## config.mk

```make
export PLATFORM = sky130hd
export DESIGN_NAME = scancode_to_ascii_fifo_top
export DESIGN_NICKNAME = d
export VERILOG_FILES = /design/src/design/s2a_pkg.sv /design/src/design/scancode_to_ascii_fifo_top.sv
export SDC_FILE = /design/constraint.sdc
export NUM_CORES = 2
export LEC_CHECK = 0
export BUFFER_PORTS_ARGS = -buffer_cell sky130_fd_sc_hd__buf_2
export CELL_PAD_IN_SITES_DETAIL_PLACEMENT = 0
export CELL_PAD_IN_SITES_GLOBAL_PLACEMENT = 2
export CORE_MARGIN = 2
export CORE_UTILIZATION = 51
export DETAILED_ROUTE_END_ITERATION = 6
export HOLD_SLACK_MARGIN = 0.02
export PLACE_DENSITY = 0.81
export SLEW_MARGIN = 10
export SYNTH_ARGS = -nofsm -noshare
export SYNTH_HDL_FRONTEND = slang
export SYNTH_SLANG_ARGS = --single-unit
```

## constraint.sdc

```tcl
create_clock -name i_clk -period 42.3 [get_ports i_clk]
set_input_delay 6.345 -clock i_clk [delete_from_list [all_inputs] [get_ports i_clk]]
set_output_delay 6.345 -clock i_clk [all_outputs]
set_load 0.02 [all_outputs]
```

## src/design/s2a_pkg.sv

```systemverilog
package s2a_pkg;

    // Item and character types.
    typedef logic [6:0] t_char;
    typedef logic [7:0] t_code;

    // Operation codes carried on the operation field.
    localparam logic OP_PUSH = 1'b0;
    localparam logic OP_POP  = 1'b1;

    // Set-1 scancodes with a special meaning.
    localparam t_code SC_LSHIFT_DOWN = 8'h2A;
    localparam t_code SC_RSHIFT_DOWN = 8'h36;
    localparam t_code SC_LSHIFT_UP   = 8'hAA;
    localparam t_code SC_RSHIFT_UP   = 8'hB6;
    localparam t_code SC_CAPS        = 8'h3A;
    localparam t_code SC_BREAK_BIT   = 8'h80;

    // Number of make codes covered by the key maps.
    localparam int unsigned KEYMAP_LEN = 59;

    // ASCII letter bounds used for the caps lock case swap.
    localparam t_char CH_LOWER_A = 7'h61;
    localparam t_char CH_LOWER_Z = 7'h7A;
    localparam t_char CH_UPPER_A = 7'h41;
    localparam t_char CH_UPPER_Z = 7'h5A;

    // US layout without shift.
    localparam t_char PLAIN_MAP [KEYMAP_LEN] = '{
        7'h00, 7'h1B, 7'h31, 7'h32, 7'h33, 7'h34, 7'h35, 7'h36, 7'h37, 7'h38,
        7'h39, 7'h30, 7'h2D, 7'h3D, 7'h08, 7'h09, 7'h71, 7'h77, 7'h65, 7'h72,
        7'h74, 7'h79, 7'h75, 7'h69, 7'h6F, 7'h70, 7'h5B, 7'h5D, 7'h0A, 7'h00,
        7'h61, 7'h73, 7'h64, 7'h66, 7'h67, 7'h68, 7'h6A, 7'h6B, 7'h6C, 7'h3B,
        7'h27, 7'h60, 7'h00, 7'h5C, 7'h7A, 7'h78, 7'h63, 7'h76, 7'h62, 7'h6E,
        7'h6D, 7'h2C, 7'h2E, 7'h2F, 7'h00, 7'h2A, 7'h00, 7'h20, 7'h00
    };

    // US layout with shift held.
    localparam t_char SHIFTED_MAP [KEYMAP_LEN] = '{
        7'h00, 7'h00, 7'h21, 7'h40, 7'h23, 7'h24, 7'h25, 7'h5E, 7'h26, 7'h2A,
        7'h28, 7'h29, 7'h5F, 7'h2B, 7'h08, 7'h09, 7'h51, 7'h57, 7'h45, 7'h52,
        7'h54, 7'h59, 7'h55, 7'h49, 7'h4F, 7'h50, 7'h7B, 7'h7D, 7'h0A, 7'h00,
        7'h41, 7'h53, 7'h44, 7'h46, 7'h47, 7'h48, 7'h4A, 7'h4B, 7'h4C, 7'h3A,
        7'h22, 7'h7E, 7'h00, 7'h7C, 7'h5A, 7'h58, 7'h43, 7'h56, 7'h42, 7'h4E,
        7'h4D, 7'h3C, 7'h3E, 7'h3F, 7'h00, 7'h2A, 7'h00, 7'h20, 7'h00
    };

    // Translate a make code into a character; 0 means no character.
    function automatic t_char translate(t_code code, logic shift, logic caps);
        t_char ch;
        ch = '0;
        if (code < t_code'(KEYMAP_LEN)) begin
            ch = shift ? SHIFTED_MAP[code[5:0]] : PLAIN_MAP[code[5:0]];
        end
        // Caps lock swaps the case of letters only.
        if (caps && (((ch >= CH_LOWER_A) && (ch <= CH_LOWER_Z)) ||
                     ((ch >= CH_UPPER_A) && (ch <= CH_UPPER_Z)))) begin
            ch[5] = ~ch[5];
        end
        return ch;
    endfunction

endpackage

```

## src/design/scancode_to_ascii_fifo_top.sv

```systemverilog
// Each item passes through the input register and then the result register.
// Throughput: one item per cycle unless the output stalls; each item makes one
// pass through the translation table and at most one character memory access.
// Reset (synchronous, active low) empties the FIFO and clears shift and caps
// lock; the character memory itself is not cleared and needs no clearing pass.
module scancode_to_ascii_fifo_top
    import s2a_pkg::*;
#(
    parameter int unsigned FIFO_DEPTH = 256
) (
    input  logic       i_clk,
    input  logic       i_rst_n,
    input  logic       i_in_valid,
    output logic       o_in_stall,
    input  logic       i_operation,
    input  logic [7:0] i_scancode,
    output logic       o_out_valid,
    input  logic       i_out_stall,
    output logic [6:0] o_read_char,
    output logic       o_read_valid,
    output logic       o_key_available,
    output logic       o_dropped
);

    localparam int unsigned AW = (FIFO_DEPTH > 2) ? $clog2(FIFO_DEPTH) : 1;
    localparam logic [AW-1:0] LAST_SLOT = AW'(FIFO_DEPTH - 1);

    // Input register.
    logic  r_in_valid;
    logic  r_op;
    t_code r_code;

    // Translator and FIFO state.
    logic          r_shift;
    logic          r_caps;
    logic [AW-1:0] r_wr_ptr;
    logic [AW-1:0] r_rd_ptr;
    t_char         r_store [FIFO_DEPTH];

    // Result register.
    logic  r_out_valid;
    t_char r_rd_char;
    logic  r_rd_valid;
    logic  r_avail;
    logic  r_dropped;

    // Next values.
    logic          n_shift;
    logic          n_caps;
    logic [AW-1:0] n_wr_ptr;
    logic [AW-1:0] n_rd_ptr;
    logic          n_dropped;
    logic          n_rd_valid;
    logic          do_write;
    t_char         ch;
    logic [AW-1:0] wr_next;
    logic [AW-1:0] rd_next;
    logic          out_free;
    logic          advance;

    // Handshake: the working stage moves on when the result register is free.
    assign out_free   = !r_out_valid || !i_out_stall;
    assign advance    = r_in_valid && out_free;
    assign o_in_stall = r_in_valid && !out_free;

    // Input transfers.
    always_ff @(posedge i_clk) begin
        if (!i_rst_n) begin
            r_in_valid <= 1'b0;
        end else if (!o_in_stall) begin
            r_in_valid <= i_in_valid;
        end
    end

    always_ff @(posedge i_clk) begin
        if (i_in_valid && !o_in_stall) begin
            r_op   <= i_operation;
            r_code <= i_scancode;
        end
    end

    // Ring pointer increments with wrap at the last slot.
    assign wr_next = (r_wr_ptr == LAST_SLOT) ? '0 : r_wr_ptr + 1'b1;
    assign rd_next = (r_rd_ptr == LAST_SLOT) ? '0 : r_rd_ptr + 1'b1;
    assign ch      = translate(r_code, r_shift, r_caps);

    // Scancode decode and FIFO update for the item in the working stage.
    always_comb begin
        n_shift    = r_shift;
        n_caps     = r_caps;
        n_wr_ptr   = r_wr_ptr;
        n_rd_ptr   = r_rd_ptr;
        n_dropped  = 1'b0;
        n_rd_valid = 1'b0;
        do_write   = 1'b0;
        if (r_op == OP_PUSH) begin
            unique case (r_code)
                SC_LSHIFT_DOWN, SC_RSHIFT_DOWN: begin
                    n_shift = 1'b1;
                end
                SC_LSHIFT_UP, SC_RSHIFT_UP: begin
                    n_shift = 1'b0;
                end
                SC_CAPS: begin
                    n_caps = ~r_caps;
                end
                default: begin
                    // Release codes are ignored; make codes may yield a character.
                    if (((r_code & SC_BREAK_BIT) == '0) && (ch != '0)) begin
                        if (wr_next != r_rd_ptr) begin
                            do_write = 1'b1;
                            n_wr_ptr = wr_next;
                        end else begin
                            n_dropped = 1'b1;
                        end
                    end
                end
            endcase
        end else if (r_rd_ptr != r_wr_ptr) begin
            n_rd_valid = 1'b1;
            n_rd_ptr   = rd_next;
        end
    end

    // State registers.
    always_ff @(posedge i_clk) begin
        if (!i_rst_n) begin
            r_shift  <= 1'b0;
            r_caps   <= 1'b0;
            r_wr_ptr <= '0;
            r_rd_ptr <= '0;
        end else if (advance) begin
            r_shift  <= n_shift;
            r_caps   <= n_caps;
            r_wr_ptr <= n_wr_ptr;
            r_rd_ptr <= n_rd_ptr;
        end
    end

    // Character memory; the read data lands in the result register.
    always_ff @(posedge i_clk) begin
        if (advance && do_write) begin
            r_store[r_wr_ptr] <= ch;
        end
        if (advance && n_rd_valid) begin
            r_rd_char <= r_store[r_rd_ptr];
        end
    end

    // Result register.
    always_ff @(posedge i_clk) begin
        if (!i_rst_n) begin
            r_out_valid <= 1'b0;
        end else if (out_free) begin
            r_out_valid <= r_in_valid;
        end
    end

    always_ff @(posedge i_clk) begin
        if (advance) begin
            r_rd_valid <= n_rd_valid;
            r_avail    <= (n_wr_ptr != n_rd_ptr);
            r_dropped  <= n_dropped;
        end
    end

    // Output fields; the character reads as zero when nothing was popped.
    assign o_out_valid     = r_out_valid;
    assign o_read_char     = r_rd_valid ? r_rd_char : '0;
    assign o_read_valid    = r_rd_valid;
    assign o_key_available = r_avail;
    assign o_dropped       = r_dropped;

endmodule
```

==> impl_metrics.tcl <==
set metrics [dict create \
    status "complete, no violations" \
    crit_type "in -> out" \
    r2r_start "r_rd_ptr[0]" \
    layout_min_cycle_time_ps 13180 \
    synth_edf_count 1811 \
    critPathLaunch "i_out_stall" \
    ir_drop_uv 28.8 \
    syn-instance-count 3329 \
    clockBufferDepth 3 \
    path_clk_slew_ps 60 \
    drive_above_1_share 0.272 \
    numCtsBuffers 178 \
    synth_top_flop_cell "edfxtp_1" \
    worstMarginPinSlew_ps 1210 \
    first_iter_violations 4367 \
    async_flop_share 0 \
    multiInputGateArea_um2 17200 \
    syn_avg_cell_area_um2 21.9 \
    cts_sinks 1831 \
    port_buffers 24 \
    antenna_found_initial 9 \
    max_stage_delay_ps 200 \
    seq_area_frac_synth 0.753 \
    wirelength_um 173000 \
    hold_path_class "reg -> reg" \
    path_common_cell "buf_2" \
    crit_arrival_ps 6830 \
    nets 3422 \
    cpLargestDelayFamily "buffers and inverters" \
    grt_max_degree 189 \
    drc 0 \
    clk_latency_ps 800 \
    synth.largest_area_cell "edfxtp_1" \
    power.static_leakage_uw 0.0209 \
    synth_seq_cells 1831 \
    h-tree-depth 4 \
    ys_types 68 \
    power.density_nw_per_um2 45.0 \
    synthTopCellsByArea "edfxtp_1, mux4_2, nor2_1, clkbuf_1, dfxtp_1" \
    tns_ps 0 \
    period_share 0.311 \
    cp-end-kind "primary output" \
    hold_viol 0 \
    detail_route.wl_per_cell_um 31.9 \
    required_ps 35950 \
    cts_tree "built" \
    dpl_cell_area_um2 75100 \
    final-seq-area_um2 54800 \
    place.gp.congestion 0.849 \
    vias 34600 \
    cts_setup_buffers 0 \
    cap_violations 0 \
    startpoint_type "primary input" \
    antenna_left 0 \
    initial_core_util 0.514 \
    cts_hold_buf 0 \
    die_h_um 382 \
    fillers 10100 \
    synth_nets 3361 \
    final_area_um2 80700 \
    ctsResizeCount 0 \
    io_pins 25 \
    slew_viol_final 0 \
    worstPathMaxFanout 3 \
    fin_hold_ws_ps 518 \
    slew_headroom 0.187 \
    drtPass1Iterations 7 \
    rsz0062_at_grt "false" \
    grtUsageTotal 0.240 \
    via_per_inst 6.38 \
    crit_chain "buf_2 -> and3_1 -> buf_2" \
    netlist_area_um2 72700 \
    die_w_um 382 \
    syn_to_final_growth_pct 10.9 \
    max_freq_ghz 0.0759 \
    fin_skew_ps 29.8 \
    grt_pass1_vias 35000 \
    rows 138 \
    yosys_warnings 0 \
    crit_slowest_cell "and3_1" \
    path_buf_inv 2 \
    core_area_um2 142000 \
    grt_pass1_wl_um 252000 \
    hpwl_um 103000 \
    grt_overflow 0 \
    setup_violations 0 \
    synth_top_area_share 0.748 \
    cts_root_buf "clkbuf_16" \
    die_area_um2 146000 \
    hold_start "r_in_valid" \
]
## final timing paths
check	endpoint	cells after the start	slack (ps)
setup / recovery	o_in_stall	3	29120
hold / removal	o_out_valid	2	520
setup reg to reg	r_rd_char[2]	9	36190
hold reg to reg	o_out_valid	2	520
## area by class of cell
cell class | instances | area share
clock buffer | 214 | 0.0574
antenna | 2 | 0.0000621
inverter | 16 | 0.000745
sequential | 1831 | 0.679
timing repair buffer | 88 | 0.00863
clock inverter | 105 | 0.0115
tap | 1890 | 0.0293
multi-input combinational | 1275 | 0.213
## cell families (layout without fill, tap and decap cells)
| logic type | Yosys count | count (layout) | share of synthesized area |
|---|---|---|---|
| buf+inv | 223 | 423 | 0.0121 |
| fa+ha+maj | 19 | 19 | 0.00327 |
| mux | 619 | 619 | 0.188 |
| xor+xnor | 24 | 24 | 0.00289 |
| flops | 1831 | 1831 | 0.753 |
| simple gates | 503 | 503 | 0.0308 |
| other cells | 0 | 2 | 0 |
| compound gates | 110 | 110 | 0.0103 |
## flip-flops by register name (all words and copies together) (netlist names), 7 cells and up
signal     cells
r_wr_ptr       8
r_rd_char      7
r_rd_ptr       8
r_store     1792
r_code         8
## per-stage QoR
step           instances  utilization  total power (µW)  setup slack, ps
2_1_floorplan       3329            -              2110            21770
3_5_place_dp        5099        0.530              2150            29120
3_3_place_gp        5099        0.530              2140            29090
5_1_grt             5419        0.570              3720            29100
4_1_cts             5418        0.569              3650            29110
6_report            5421        0.570              3630            29120
## where the power goes
| group | internal (µW) | switching (µW) | total, µW |
|---|---|---|---|
| Clock | 855 | 664 | 1520 |
| Combinational | 35.4 | 72.2 | 108 |
| Sequential | 2000 | 4.47 | 2000 |
## routing by layer
layer	wire length [µm]	vias up	global-route usage
li1	-	14100	-
met1	69400	18600	0.345
met2	83200	1702	0.375
met3	16000	237	0.0562
met4	4010	6	0.0648
met5	42	-	0
## synth_stat cells, drive strengths merged (4+ instances only)
cell	count
a31oi	6
a211oi	6
or2	10
inv	16
nor3	21
ha	19
or3	13
nor2	291
dfxtp	20
edfxtp	1811
nand4	10
nor2b	13
nor3b	5
mux2i	18
and2	15
nand3	34
a21oi	27
xor2	7
clkbuf	125
nand3b	5
mux2	6
nand2b	8
nand2	62
a21boi	8
nor4	4
buf	82
o21ai	23
xnor2	17
mux4	595
## cells in the final DEF, fill, tap and decap left out, types with 8 or more instances in the layout
cell	count
ha_1	19
buf_2	24
nor3_1	21
or3_1	12
inv_1	13
o21ai_0	20
clkbuf_16	180
clkinv_2	24
edfxtp_1	1811
dfxtp_1	14
buf_4	57
nor2b_1	13
and2_1	15
nand4_1	10
nand2b_1	8
clkinvlp_4	14
clkbuf_1	34
nand3_1	30
a21oi_1	26
clkinv_1	41
xnor2_1	17
nor2_1	285
nand2_1	62
bufinv_16	12
mux2i_1	18
mux4_2	595
## tightest hold or removal path, delay by kind of cell, from the launching register on
| kind | cells | cell delay [ps] |
|---|---|---|
| DFF | 1 | 340 |
| AOI/OAI and AO/OA | 1 | 50 |
| and+or+nand+nor | 1 | 90 |
(Power assumes the default switching activity.)
